--- config.mk ---
export PLATFORM = sky130hd
export DESIGN_NAME = rgb565_gray_box_downscaler
export DESIGN_NICKNAME = d
export VERILOG_FILES = /design/src/design/rgbgd_pkg.sv /design/src/design/rgbgd_ram.sv /design/src/design/rgbgd_div.sv /design/src/design/rgbgd_pos.sv /design/src/design/rgb565_gray_box_downscaler.sv
export SDC_FILE = /design/constraint.sdc
export NUM_CORES = 2
export LEC_CHECK = 0
export BUFFER_PORTS_ARGS = -buffer_cell sky130_fd_sc_hd__buf_2
export CORE_ASPECT_RATIO = 2
export CORE_MARGIN = 2
export CORE_UTILIZATION = 50
export DETAILED_ROUTE_END_ITERATION = 12
export GPL_ROUTABILITY_DRIVEN = 0
export PLACE_DENSITY = 0.65
export SYNTH_ARGS = -nofsm -noshare
export SYNTH_HDL_FRONTEND = slang
export SYNTH_SLANG_ARGS = --single-unit
--- constraint.sdc ---
create_clock -name clk -period 18.41 [get_ports clk]
set_input_delay 1.841 -clock clk [delete_from_list [all_inputs] [get_ports clk]]
set_output_delay 1.841 -clock clk [all_outputs]
set_load 0.005 [all_outputs]
--- src/design/rgbgd_pkg.sv ---
`timescale 1ns / 1ps
// shared constants and types of the rgb565 gray box downscaler
package rgbgd_pkg;

    localparam int OUT_SIZE = 96;
    localparam int CNT_W    = $clog2(OUT_SIZE + 1);
    localparam int ADDR_W   = $clog2(OUT_SIZE);
    localparam int OUT_W    = 7;
    localparam int GRAY_W   = 7;
    localparam int SUM_W    = 18;
    localparam int AREA_W   = 11;
    localparam int FW_W     = 12;
    localparam int WIN_W    = 6;
    localparam int CFG_IDX_W = 2;
    localparam int CFG_DATA_W = 12;
    localparam int DIV_STEP_W = $clog2(SUM_W + 1);

    localparam logic [CNT_W-1:0] GRID_LIMIT = CNT_W'(OUT_SIZE);
    localparam logic [CNT_W-1:0] GRID_LAST  = CNT_W'(OUT_SIZE - 1);
    localparam logic [WIN_W-1:0] MAX_WIN    = WIN_W'(42);

    localparam logic [FW_W-1:0]  FRAME_WIDTH_RST   = FW_W'(640);
    localparam logic [WIN_W-1:0] WINDOW_WIDTH_RST  = WIN_W'(6);
    localparam logic [WIN_W-1:0] WINDOW_HEIGHT_RST = WIN_W'(5);

    localparam logic [CFG_IDX_W-1:0] REG_FRAME_WIDTH   = CFG_IDX_W'(0);
    localparam logic [CFG_IDX_W-1:0] REG_WINDOW_WIDTH  = CFG_IDX_W'(1);
    localparam logic [CFG_IDX_W-1:0] REG_WINDOW_HEIGHT = CFG_IDX_W'(2);

    typedef struct packed {
        logic              in_grid;
        logic              first_px;
        logic              emit;
        logic              grid_end;
        logic [ADDR_W-1:0] addr;
        logic [OUT_W-1:0]  col;
        logic [OUT_W-1:0]  row;
        logic [AREA_W-1:0] area;
    } pos_info_t;

endpackage

--- src/design/rgbgd_ram.sv ---
`timescale 1ns / 1ps
// generic single-port-write, registered-read ram
module rgbgd_ram #(
    parameter int WIDTH = 8,
    parameter int DEPTH = 16
) (
    input  logic                     clk,
    input  logic                     we,
    input  logic [$clog2(DEPTH)-1:0] waddr,
    input  logic [WIDTH-1:0]         wdata,
    input  logic                     re,
    input  logic [$clog2(DEPTH)-1:0] raddr,
    output logic [WIDTH-1:0]         rdata
);

    logic [WIDTH-1:0] mem [DEPTH];
    logic [WIDTH-1:0] rdata_reg;

    always_ff @(posedge clk)
    begin
        if (we)
        begin
            mem[waddr] <= wdata;
        end
        if (re)
        begin
            rdata_reg <= mem[raddr];
        end
    end

    assign rdata = rdata_reg;

endmodule

--- src/design/rgbgd_div.sv ---
`timescale 1ns / 1ps
// bit-serial restoring divider for the window mean
module rgbgd_div (
    input  logic                        clk,
    input  logic                        rst_n,
    input  logic                        start,
    input  logic [rgbgd_pkg::SUM_W-1:0]  dividend,
    input  logic [rgbgd_pkg::AREA_W-1:0] divisor,
    output logic                        busy,
    output logic [rgbgd_pkg::SUM_W-1:0]  quotient
);
    import rgbgd_pkg::*;

    logic                  busy_reg, busy_next;
    logic [DIV_STEP_W-1:0] cnt_reg, cnt_next;
    logic [SUM_W-1:0]      quo_reg, quo_next;
    logic [AREA_W-1:0]     rem_reg, rem_next;
    logic [AREA_W-1:0]     dvs_reg, dvs_next;
    logic [AREA_W:0]       shifted;
    logic [AREA_W:0]       diff;
    logic                  fits;

    always_comb
    begin
        shifted   = {rem_reg, quo_reg[SUM_W-1]};
        diff      = shifted - {1'b0, dvs_reg};
        fits      = shifted >= {1'b0, dvs_reg};
        busy_next = busy_reg;
        cnt_next  = cnt_reg;
        quo_next  = quo_reg;
        rem_next  = rem_reg;
        dvs_next  = dvs_reg;
        if (start)
        begin
            busy_next = 1'b1;
            cnt_next  = DIV_STEP_W'(SUM_W);
            quo_next  = dividend;
            rem_next  = '0;
            dvs_next  = divisor;
        end
        else if (busy_reg)
        begin
            rem_next = fits ? diff[AREA_W-1:0] : shifted[AREA_W-1:0];
            quo_next = {quo_reg[SUM_W-2:0], fits};
            cnt_next = cnt_reg - DIV_STEP_W'(1);
            if (cnt_reg == DIV_STEP_W'(1))
            begin
                busy_next = 1'b0;
            end
        end
    end

    always_ff @(posedge clk or negedge rst_n)
    begin
        if (!rst_n)
        begin
            busy_reg <= 1'b0;
            cnt_reg  <= '0;
        end
        else
        begin
            busy_reg <= busy_next;
            cnt_reg  <= cnt_next;
        end
    end

    always_ff @(posedge clk)
    begin
        quo_reg <= quo_next;
        rem_reg <= rem_next;
        dvs_reg <= dvs_next;
    end

    assign busy     = busy_reg;
    assign quotient = quo_reg;

endmodule

--- src/design/rgbgd_pos.sv ---
`timescale 1ns / 1ps
// configuration registers and raster position counters
module rgbgd_pos (
    input  logic                            clk,
    input  logic                            rst_n,
    input  logic                            cfg_we,
    input  logic [rgbgd_pkg::CFG_IDX_W-1:0]  cfg_index,
    input  logic [rgbgd_pkg::CFG_DATA_W-1:0] cfg_data,
    input  logic                            step,
    input  logic                            first_of_frame,
    output rgbgd_pkg::pos_info_t            info
);
    import rgbgd_pkg::*;

    logic [FW_W-1:0]  frame_width_reg;
    logic [WIN_W-1:0] window_width_reg;
    logic [WIN_W-1:0] window_height_reg;

    logic [FW_W-1:0]  pcol_reg, pcol_next;
    logic [WIN_W-1:0] riw_reg, riw_next;
    logic [CNT_W-1:0] wrow_reg, wrow_next;
    logic [WIN_W-1:0] ciw_reg, ciw_next;
    logic [CNT_W-1:0] wcol_reg, wcol_next;

    logic [FW_W-1:0]    pcol, pcol_inc;
    logic [WIN_W-1:0]   riw, ciw, ww_e, wh_e;
    logic [CNT_W-1:0]   wrow, wcol;
    logic               last_col, last_row, col_ok, row_ok;
    logic [2*WIN_W-1:0] area_full;

    always_comb
    begin
        // effective window sizes
        if (window_width_reg == '0)
            ww_e = WIN_W'(1);
        else if (window_width_reg > MAX_WIN)
            ww_e = MAX_WIN;
        else
            ww_e = window_width_reg;
        if (window_height_reg == '0)
            wh_e = WIN_W'(1);
        else if (window_height_reg > MAX_WIN)
            wh_e = MAX_WIN;
        else
            wh_e = window_height_reg;

        pcol = first_of_frame ? '0 : pcol_reg;
        riw  = first_of_frame ? '0 : riw_reg;
        wrow = first_of_frame ? '0 : wrow_reg;
        ciw  = first_of_frame ? '0 : ciw_reg;
        wcol = first_of_frame ? '0 : wcol_reg;

        last_col  = ({1'b0, ciw} + (WIN_W+1)'(1)) >= {1'b0, ww_e};
        last_row  = ({1'b0, riw} + (WIN_W+1)'(1)) >= {1'b0, wh_e};
        col_ok    = wcol < GRID_LIMIT;
        row_ok    = wrow < GRID_LIMIT;
        area_full = {{WIN_W{1'b0}}, ww_e} * {{WIN_W{1'b0}}, wh_e};

        info.in_grid  = col_ok && row_ok;
        info.first_px = (riw == '0) && (ciw == '0);
        info.emit     = col_ok && row_ok && last_col && last_row;
        info.grid_end = (wrow == GRID_LAST) && (wcol == GRID_LAST);
        info.addr     = wcol[ADDR_W-1:0];
        info.col      = OUT_W'(wcol);
        info.row      = OUT_W'(wrow);
        info.area     = area_full[AREA_W-1:0];

        // advance position
        riw_next  = riw;
        wrow_next = wrow;
        if (last_col)
        begin
            ciw_next  = '0;
            wcol_next = col_ok ? wcol + CNT_W'(1) : wcol;
        end
        else
        begin
            ciw_next  = ciw + WIN_W'(1);
            wcol_next = wcol;
        end
        pcol_inc  = pcol + FW_W'(1);
        pcol_next = pcol_inc;
        if (pcol_inc == frame_width_reg)
        begin
            pcol_next = '0;
            ciw_next  = '0;
            wcol_next = '0;
            if (last_row)
            begin
                riw_next  = '0;
                wrow_next = row_ok ? wrow + CNT_W'(1) : wrow;
            end
            else
            begin
                riw_next = riw + WIN_W'(1);
            end
        end
    end

    always_ff @(posedge clk or negedge rst_n)
    begin
        if (!rst_n)
        begin
            frame_width_reg   <= FRAME_WIDTH_RST;
            window_width_reg  <= WINDOW_WIDTH_RST;
            window_height_reg <= WINDOW_HEIGHT_RST;
        end
        else if (cfg_we)
        begin
            unique case (cfg_index)
                REG_FRAME_WIDTH:   frame_width_reg   <= cfg_data[FW_W-1:0];
                REG_WINDOW_WIDTH:  window_width_reg  <= cfg_data[WIN_W-1:0];
                REG_WINDOW_HEIGHT: window_height_reg <= cfg_data[WIN_W-1:0];
                default: ;
            endcase
        end
    end

    always_ff @(posedge clk or negedge rst_n)
    begin
        if (!rst_n)
        begin
            pcol_reg <= '0;
            riw_reg  <= '0;
            wrow_reg <= '0;
            ciw_reg  <= '0;
            wcol_reg <= '0;
        end
        else if (step)
        begin
            pcol_reg <= pcol_next;
            riw_reg  <= riw_next;
            wrow_reg <= wrow_next;
            ciw_reg  <= ciw_next;
            wcol_reg <= wcol_next;
        end
    end

endmodule

--- src/design/rgb565_gray_box_downscaler.sv ---
`timescale 1ns / 1ps
// top level of the rgb565 gray box downscaler
//
//  channel | direction | handshake            | payload
//  --------+-----------+----------------------+----------------------------------------
//  in      | input     | in_valid / in_ready  | pixel, first_of_frame
//  out     | output    | out_valid / out_ready| gray_value, out_col, out_row, frame_done
//  cfg     | input     | cfg_valid / cfg_ready| cfg_index, cfg_data
//
//  a pixel that closes no window: column sum ram read as it is taken, then write back in S_UPD
//  a pixel that closes a window then goes to S_DIV for the 18-step bit-serial divider and a free output register
//  one request in flight at a time; in_ready is high only while the datapath is free
//  a finished result sits in the output register while the next request is taken
//  cfg_ready is always high; column sum ram has no clearing pass after reset
module rgb565_gray_box_downscaler (
    input  logic                            clk,
    input  logic                            rst_n,
    input  logic                            in_valid,
    output logic                            in_ready,
    input  logic [15:0]                     pixel,
    input  logic                            first_of_frame,
    output logic                            out_valid,
    input  logic                            out_ready,
    output logic [rgbgd_pkg::GRAY_W-1:0]     gray_value,
    output logic [rgbgd_pkg::OUT_W-1:0]      out_col,
    output logic [rgbgd_pkg::OUT_W-1:0]      out_row,
    output logic                            frame_done,
    input  logic                            cfg_valid,
    output logic                            cfg_ready,
    input  logic [rgbgd_pkg::CFG_IDX_W-1:0]  cfg_index,
    input  logic [rgbgd_pkg::CFG_DATA_W-1:0] cfg_data
);
    import rgbgd_pkg::*;

    typedef enum logic [2:0] {
        S_IDLE = 3'b001,
        S_UPD  = 3'b010,
        S_DIV  = 3'b100
    } state_t;

    state_t state_reg, state_next;

    logic              accept;
    logic              load_out;
    pos_info_t         info;
    pos_info_t         info_reg;
    logic [GRAY_W-1:0] gray, gray_reg;
    logic [SUM_W-1:0]  rd_sum, new_sum;
    logic              div_start, div_busy;
    logic [SUM_W-1:0]  quotient;

    logic              out_valid_reg;
    logic [GRAY_W-1:0] gray_value_reg;
    logic [OUT_W-1:0]  out_col_reg, out_row_reg;
    logic              frame_done_reg;

    assign in_ready  = (state_reg == S_IDLE);
    assign accept    = in_valid && in_ready;
    assign cfg_ready = 1'b1;

    assign gray = GRAY_W'(pixel[15:11]) + GRAY_W'(pixel[10:5]) + GRAY_W'(pixel[4:0]);

    rgbgd_pos u_pos (
        .clk            (clk),
        .rst_n          (rst_n),
        .cfg_we         (cfg_valid && cfg_ready),
        .cfg_index      (cfg_index),
        .cfg_data       (cfg_data),
        .step           (accept),
        .first_of_frame (first_of_frame),
        .info           (info)
    );

    rgbgd_ram #(
        .WIDTH (SUM_W),
        .DEPTH (OUT_SIZE)
    ) u_sums (
        .clk   (clk),
        .we    ((state_reg == S_UPD) && info_reg.in_grid),
        .waddr (info_reg.addr),
        .wdata (new_sum),
        .re    (accept),
        .raddr (info.addr),
        .rdata (rd_sum)
    );

    assign new_sum   = info_reg.first_px ? SUM_W'(gray_reg) : rd_sum + SUM_W'(gray_reg);
    assign div_start = (state_reg == S_UPD) && info_reg.emit;

    rgbgd_div u_div (
        .clk      (clk),
        .rst_n    (rst_n),
        .start    (div_start),
        .dividend (new_sum),
        .divisor  (info_reg.area),
        .busy     (div_busy),
        .quotient (quotient)
    );

    assign load_out = (state_reg == S_DIV) && !div_busy && (!out_valid_reg || out_ready);

    always_comb
    begin
        state_next = state_reg;
        unique case (state_reg)
            S_IDLE:
            begin
                if (accept)
                    state_next = S_UPD;
            end
            S_UPD:
            begin
                state_next = info_reg.emit ? S_DIV : S_IDLE;
            end
            S_DIV:
            begin
                if (load_out)
                    state_next = S_IDLE;
            end
            default: state_next = S_IDLE;
        endcase
    end

    always_ff @(posedge clk or negedge rst_n)
    begin
        if (!rst_n)
        begin
            state_reg     <= S_IDLE;
            out_valid_reg <= 1'b0;
        end
        else
        begin
            state_reg <= state_next;
            if (load_out)
                out_valid_reg <= 1'b1;
            else if (out_ready)
                out_valid_reg <= 1'b0;
        end
    end

    always_ff @(posedge clk)
    begin
        if (accept)
        begin
            info_reg <= info;
            gray_reg <= gray;
        end
        if (load_out)
        begin
            gray_value_reg <= quotient[GRAY_W-1:0];
            out_col_reg    <= info_reg.col;
            out_row_reg    <= info_reg.row;
            frame_done_reg <= info_reg.grid_end;
        end
    end

    assign out_valid  = out_valid_reg;
    assign gray_value = gray_value_reg;
    assign out_col    = out_col_reg;
    assign out_row    = out_row_reg;
    assign frame_done = frame_done_reg;

    // a window close must start the divider
    assert property (@(posedge clk) disable iff (!rst_n)
        (state_reg == S_UPD) && info_reg.emit |=> div_busy)
        else $error("divider not started on window close");

    // one request in flight at a time
    assert property (@(posedge clk) disable iff (!rst_n)
        accept |=> !in_ready)
        else $error("request taken while datapath busy");

    // frame end flag only on the last grid cell
    assert property (@(posedge clk) disable iff (!rst_n)
        out_valid && frame_done |->
            (out_col == OUT_W'(OUT_SIZE - 1)) && (out_row == OUT_W'(OUT_SIZE - 1)))
        else $error("frame_done away from last grid cell");

    // a result is loaded only once the divider has finished
    assert property (@(posedge clk) disable iff (!rst_n)
        load_out |-> !div_busy && !div_start)
        else $error("result loaded during division");

endmodule
# After elaboration in Yosys (flattened, before gate mapping)
# Memory sizes are Yosys's and may differ from the RTL's. A register that Yosys moved wholly into a read port is not among the register bits.
# Cells that the tools add are included.
word_totals:
  ff_bits: 170
  ramBits: 1728
  inputBits: 36
  word_cells: 120
  memories: 1
mem_list:
  columns: ["memory", "words", "word_bits", "rd", "rd_clocked_by_memory_dff", "wr", "line_no", "text"]
  rows:
  - ["u_sums.mem", 96, 18, 1, 1, 1, "rgbgd_ram.sv:16", "logic [WIDTH-1:0] mem [DEPTH];"]
op_classes:
  add_sub_neg: 12
  mul: 1
  order_cmp: 7
  eq_ne: 11
  muxes: 37
  reduce_logical: 24
op_table:
  columns: ["op", "count"]
  rows:
  - ["two-way mux 6 bit", 10]
  - ["two-way mux 7 bit", 8]
  - ["two-way mux 18 bit", 3]
  - ["zero test 6 bit", 4]
  - ["two-way mux 12 bit", 2]
  - ["adder 18 x 7 -> 18 bit", 1]
  - ["adder 6 x 1 -> 7 bit (second input constant)", 2]
  - ["adder 7 x 1 -> 7 bit (second input constant)", 2]
  - ["== test 7 bit (second input constant)", 2]
  - ["greater-or-equal comparator 7 x 6 -> 1 bit", 2]
  - ["less-than comparator 7 bit (second input constant)", 2]
  - ["adder 12 x 1 -> 12 bit (second input constant)", 1]
  - ["adder 6 x 1 -> 6 bit (second input constant)", 2]
  - ["== test 12 bit", 1]
  - ["greater-or-equal comparator 12 x 11 -> 1 bit", 1]
  - ["> comparator 6 bit (second input constant)", 2]
  - ["multiplier 6 x 6 -> 11 bit", 1]
  - ["two-way mux 11 bit", 1]
  - ["subtractor 11 bit", 1]
  - ["logical AND 1 bit", 10]
  - ["two-way mux 5 bit", 2]
  - ["two-way mux 3 bit", 3]
  - ["case mux 3 bit (3 select lines)", 1]
  - ["AND reduction 2 bit", 4]
  - ["16 further kinds", 24]

# Longest topological paths before layout
depth:
  ltp_word: 6
  mapped_depth: 19

# Hierarchy
# A second synthesis with hierarchy kept.
hier_totals:
  cells_unflattened: 4045
  area_unflattened_um2: 77827.1
by_module_without_submodules:
  columns: ["module", "n_inst", "cells_each", "area_each_um2"]
  rows:
  - ["rgbgd_ram", 1, 3020, 66886.6]
  - ["rgbgd_pos", 1, 568, 5149.9]
  - ["rgb565_gray_box_downscaler", 1, 211, 3131.8]
  - ["rgbgd_div", 1, 246, 2658.8]

# Worst setup path before layout
# Ideal clock, no wire load.
synth_timing:
  path_type: "reg2reg"
  from: "register gray_reg[0]"
  to: "memory u_sums.mem[0][6] (netlist bit), data pin"
  arrival_ps: 5588
  required_ps: 17431
  slack_ps: 11843
  path_stages_with_launch: 10
  path_buffers: 0
  cell_sequence: "edfxtp_1 ha_1 inv_1 fa_1 nor2b_1 o21ai_0 a21boi_0 o21ai_0 a21boi_0 o31ai_1"
synth_between:
  elab_chain_len: 2
synth_lines:
  columns: ["element", "line_no", "text"]
  rows:
  - ["start, declared", "rgb565_gray_box_downscaler.sv:47", "logic [GRAY_W-1:0] gray, gray_reg;"]
  - ["start signal, assigned", "rgb565_gray_box_downscaler.sv:146", "gray_reg <= gray;"]
  - ["adder 18 x 7 -> 18 bit", "rgb565_gray_box_downscaler.sv:87", "assign new_sum = info_reg.first_px ? SUM_W'(gray_reg) : rd_sum + SUM_W'(gray_reg);"]
  - ["two-way mux 18 bit", "rgb565_gray_box_downscaler.sv:87", null]
  - ["via new_sum[6]", "rgb565_gray_box_downscaler.sv:48", "logic [SUM_W-1:0] rd_sum, new_sum;"]
  - ["end, declared", "rgbgd_ram.sv:16", null]
# The timed path passes the listed nets, and every way through them passes these cells.

# Worst setup path after layout
layout_timing:
  from: "input first_of_frame"
  to: "register u_sums.rdata_reg[17], in the netlist u_sums.rdata[17], read port of u_sums.mem, data pin"
layout_between:
  elab_chain_len: 1
layout_lines:
  columns: ["element", "line_no", "text"]
  rows:
  - ["start, declared", "rgb565_gray_box_downscaler.sv:21", "input logic first_of_frame,"]
  - ["two-way mux 7 bit", "rgbgd_pos.sv:51", "wcol = first_of_frame ? '0 : wcol_reg;"]
  - ["end, declared", "rgbgd_ram.sv:17", "logic [WIDTH-1:0] rdata_reg;"]
# Every way passes these cells.
# A chain may end at the register's enable or synchronous reset.

==> metrics.yaml <==
power:
  cellLeakagePower_nw: 29.1
  power_density_mw_per_mm2: 136
  fin_total_pwr_mw: 11.7
  ir_worst_vdd_mv: 0.139
critical_path:
  crit_fanout: 78
  cp_num_buf_inv: 6
  crit_path_frequent_cell: "buf_4"
  crit_family: "buffers and inverters"
  critPathMaxStageDelay_ps: 900
  cp_cell_sequence: "buf_2 > buf_4 > nor2b_4 > buf_4 > buf_12 > buf_12 > buf_4 > mux4_2 > o21ai_0 > a22oi_1 > nand3_1 > o211ai_1"
  critPathKind: "in2reg"
  worst_setup_path_end_kind: "flip-flop"
  start_kind: "primary input"
  crit_arrival_ps: 6970
  critical-path-slowest-cell: "o21ai_0"
  critical_path_required_ps: 18940
place:
  pre_cts_ws_ps: 11130
  placed_cells: 6372
  io_buffers: 59
  post_dp_cell_area_mm2: 0.0810
  place_hpwl_um: 130000
layout:
  fin_util_pct: 55.8
  drive_gt1_share_pct: 16.8
  syn_to_final_growth_pct: 11.0
  largest_reg_flops: 1728
  fin_area_mm2: 0.0860
  layout.nets: 4602
  fin_cells: 6652
  fillCellCount: 11900
grt:
  overflow: 0
  grt_max_degree: 147
  antenna_found_initial: 3
  grt_use_total_pct: 26.7
  grt_pass1_wl_um: 298000
  grt_pass1_vias: 42300
drt:
  antenna_left: 0
  vias: 41800
  vias_per_cell: 6.28
  finalWirelength_um: 212000
  drtIter0Drc: 4110
  wl_per_cell_um: 31.8
  drc_errors: 0
  dr.pass1.iters: 5
flow_run:
  drv_cap: 0
clock_network:
  cts_resized: 0
  cts_hold_buffers: 0
  cts_tree: "built"
  cts_root_buf: "clkbuf_16"
  cts.sinks: 1916
  htreeDepth: 4
  clock_path_buffers: 4
  post_cts_buffers: 0
  clk_latency_ps: 810
  cts_buffers: 165
  path_clk_slew_ps: 70
timing:
  tightest_slew_ps: 1430
  setup-tns-final_ps: 0
  slew_violations: 0
  setup_viol: 0
  min_period_ps: 6450
  hold_violations: 0
  finalHoldWorstSlack_ps: 419
  rsz0062_at_grt: "false"
  max_freq_mhz: 155
  skew_ps: 47.7
  fin_ws_ps: 11960
  worst_slew_margin_rel_pct: 3.89
  post-route-period-util_pct: 35.0
floorplanning:
  dieWidth_um: 282
  core_area_mm2: 0.154
  core.rowCount: 204
  ioPinCount: 61
  fp.dieArea_mm2: 0.158
  die_y_um: 561
  start_util_pct: 50.3
synthesis:
  synth_area_leaders: "edfxtp_1 71%, mux4_2 6.8%, mux2i_1 5.7%"
  ys_seq_area_share_pct: 73.6
  netlist.area_leader.share_pct: 71.0
  synth_commonest_cells: "1833 x edfxtp_1, 438 x mux2i_1, 234 x mux4_2, 173 x nor2_1"
  synth_edf_count: 1833
  synth_cells: 4330
  synth-seq-cells: 1916
  syn_avg_cell_area_um2: 17.9
  synth_ff_type: "edfxtp_1"
  netlist_area_mm2: 0.0775
  synth_most_common_cell: "edfxtp_1"
  syn_nets: 4453
  yosysUniqueCellTypes: 76
  yosysWarnings: 0
  async_flop_share_pct: 3.76
  synth_top_cell_by_area: "edfxtp_1"
status:
  status: "finished, final reports clean"
min_path:
  hp-class: "reg2reg"
==> path summary, 6_finish.rpt <==
| kind | start | endpoint | slack (ps) | cells after the start |
|---|---|---|---|---|
| setup / recovery | first_of_frame | u_sums.rdata[17] | 11960 | 12 |
| hold / removal | info_reg[15] | out_row[4] | 420 | 0 |
| setup reg to reg | u_pos.wcol_reg[2] | u_sums.rdata[9] | 12540 | 9 |
| hold reg to reg | info_reg[15] | out_row[4] | 420 | 0 |
| max in group asynchronous | rst_n | u_pos.wcol_reg[2] | 16460 | 1 |
| min in group asynchronous | rst_n | u_pos.window_height_reg[5] | 1190 | 1 |
==> routing by layer <==
metal	global-route usage (%)	wire, um
met5	0	11
met4	22.2	21000
met2	46.1	109000
met3	2.75	10900
met1	29.4	70900
==> layout make-up <==
class                      count  area, um2  area share (%)
antenna                        2       5.00         0.00582
clock buffer                 199       4300            5.00
clock inverter                79        743           0.864
inverter                      89        345           0.401
multi-input combinational   2071      19300            22.4
sequential                  1916      57100            66.3
tap                         2060       2580            3.00
timing repair buffer         236       1700            1.98
==> power breakdown <==
group / total, mW / switching [mW] / internal, mW
registers: 5.46 / 0.125 / 5.34
clock network: 3.37 / 1.52 / 1.86
logic: 2.83 / 1.93 / 0.899
==> worst register-to-register path: cells and delay by family, from the launching register on <==
kind / cells / cell delay [ps]
buffers and inverters: 3 / 2080
muxes: 2 / 1180
DFF: 1 / 830
and+or+nand+nor: 1 / 340
AOI/OAI and AO/OA: 3 / 1140
==> logic make-up after synthesis <==
group / after synthesis / synth area share, %
adders and majority gates: 87 / 1.64
other: 1 / 0.00484
AOI/OAI and AO/OA: 730 / 6.35
buffers and inverters: 343 / 1.79
muxes: 703 / 12.9
and+or+nand+nor: 488 / 2.96
xor gates and xnor gates: 62 / 0.720
DFF: 1916 / 73.6
==> placed cells by master, fill, tap and decap left out, types with 12 or more instances in the layout <==
cell type     n
clkbuf_16   167
clkinv_2     19
clkinv_1     34
clkbuf_1     32
edfxtp_1   1833
nor3_1       15
buf_4       172
nor2_1      151
bufinv_16    14
xnor2_1      37
nor2b_1      30
o21ai_0     166
mux4_2      234
mux2_2       30
inv_1        85
o211ai_1     23
mux2i_1     437
o22ai_1     110
nand2_1     127
o32ai_1      72
dfrtp_1      63
buf_2        58
nand3_1      57
fa_1         24
ha_1         63
nand2b_1     12
xor2_1       24
o31ai_1      19
a22oi_1      19
o221ai_1     72
a211oi_1    109
a21o_1       13
a21oi_1      84
(Power assumes the default switching activity.)
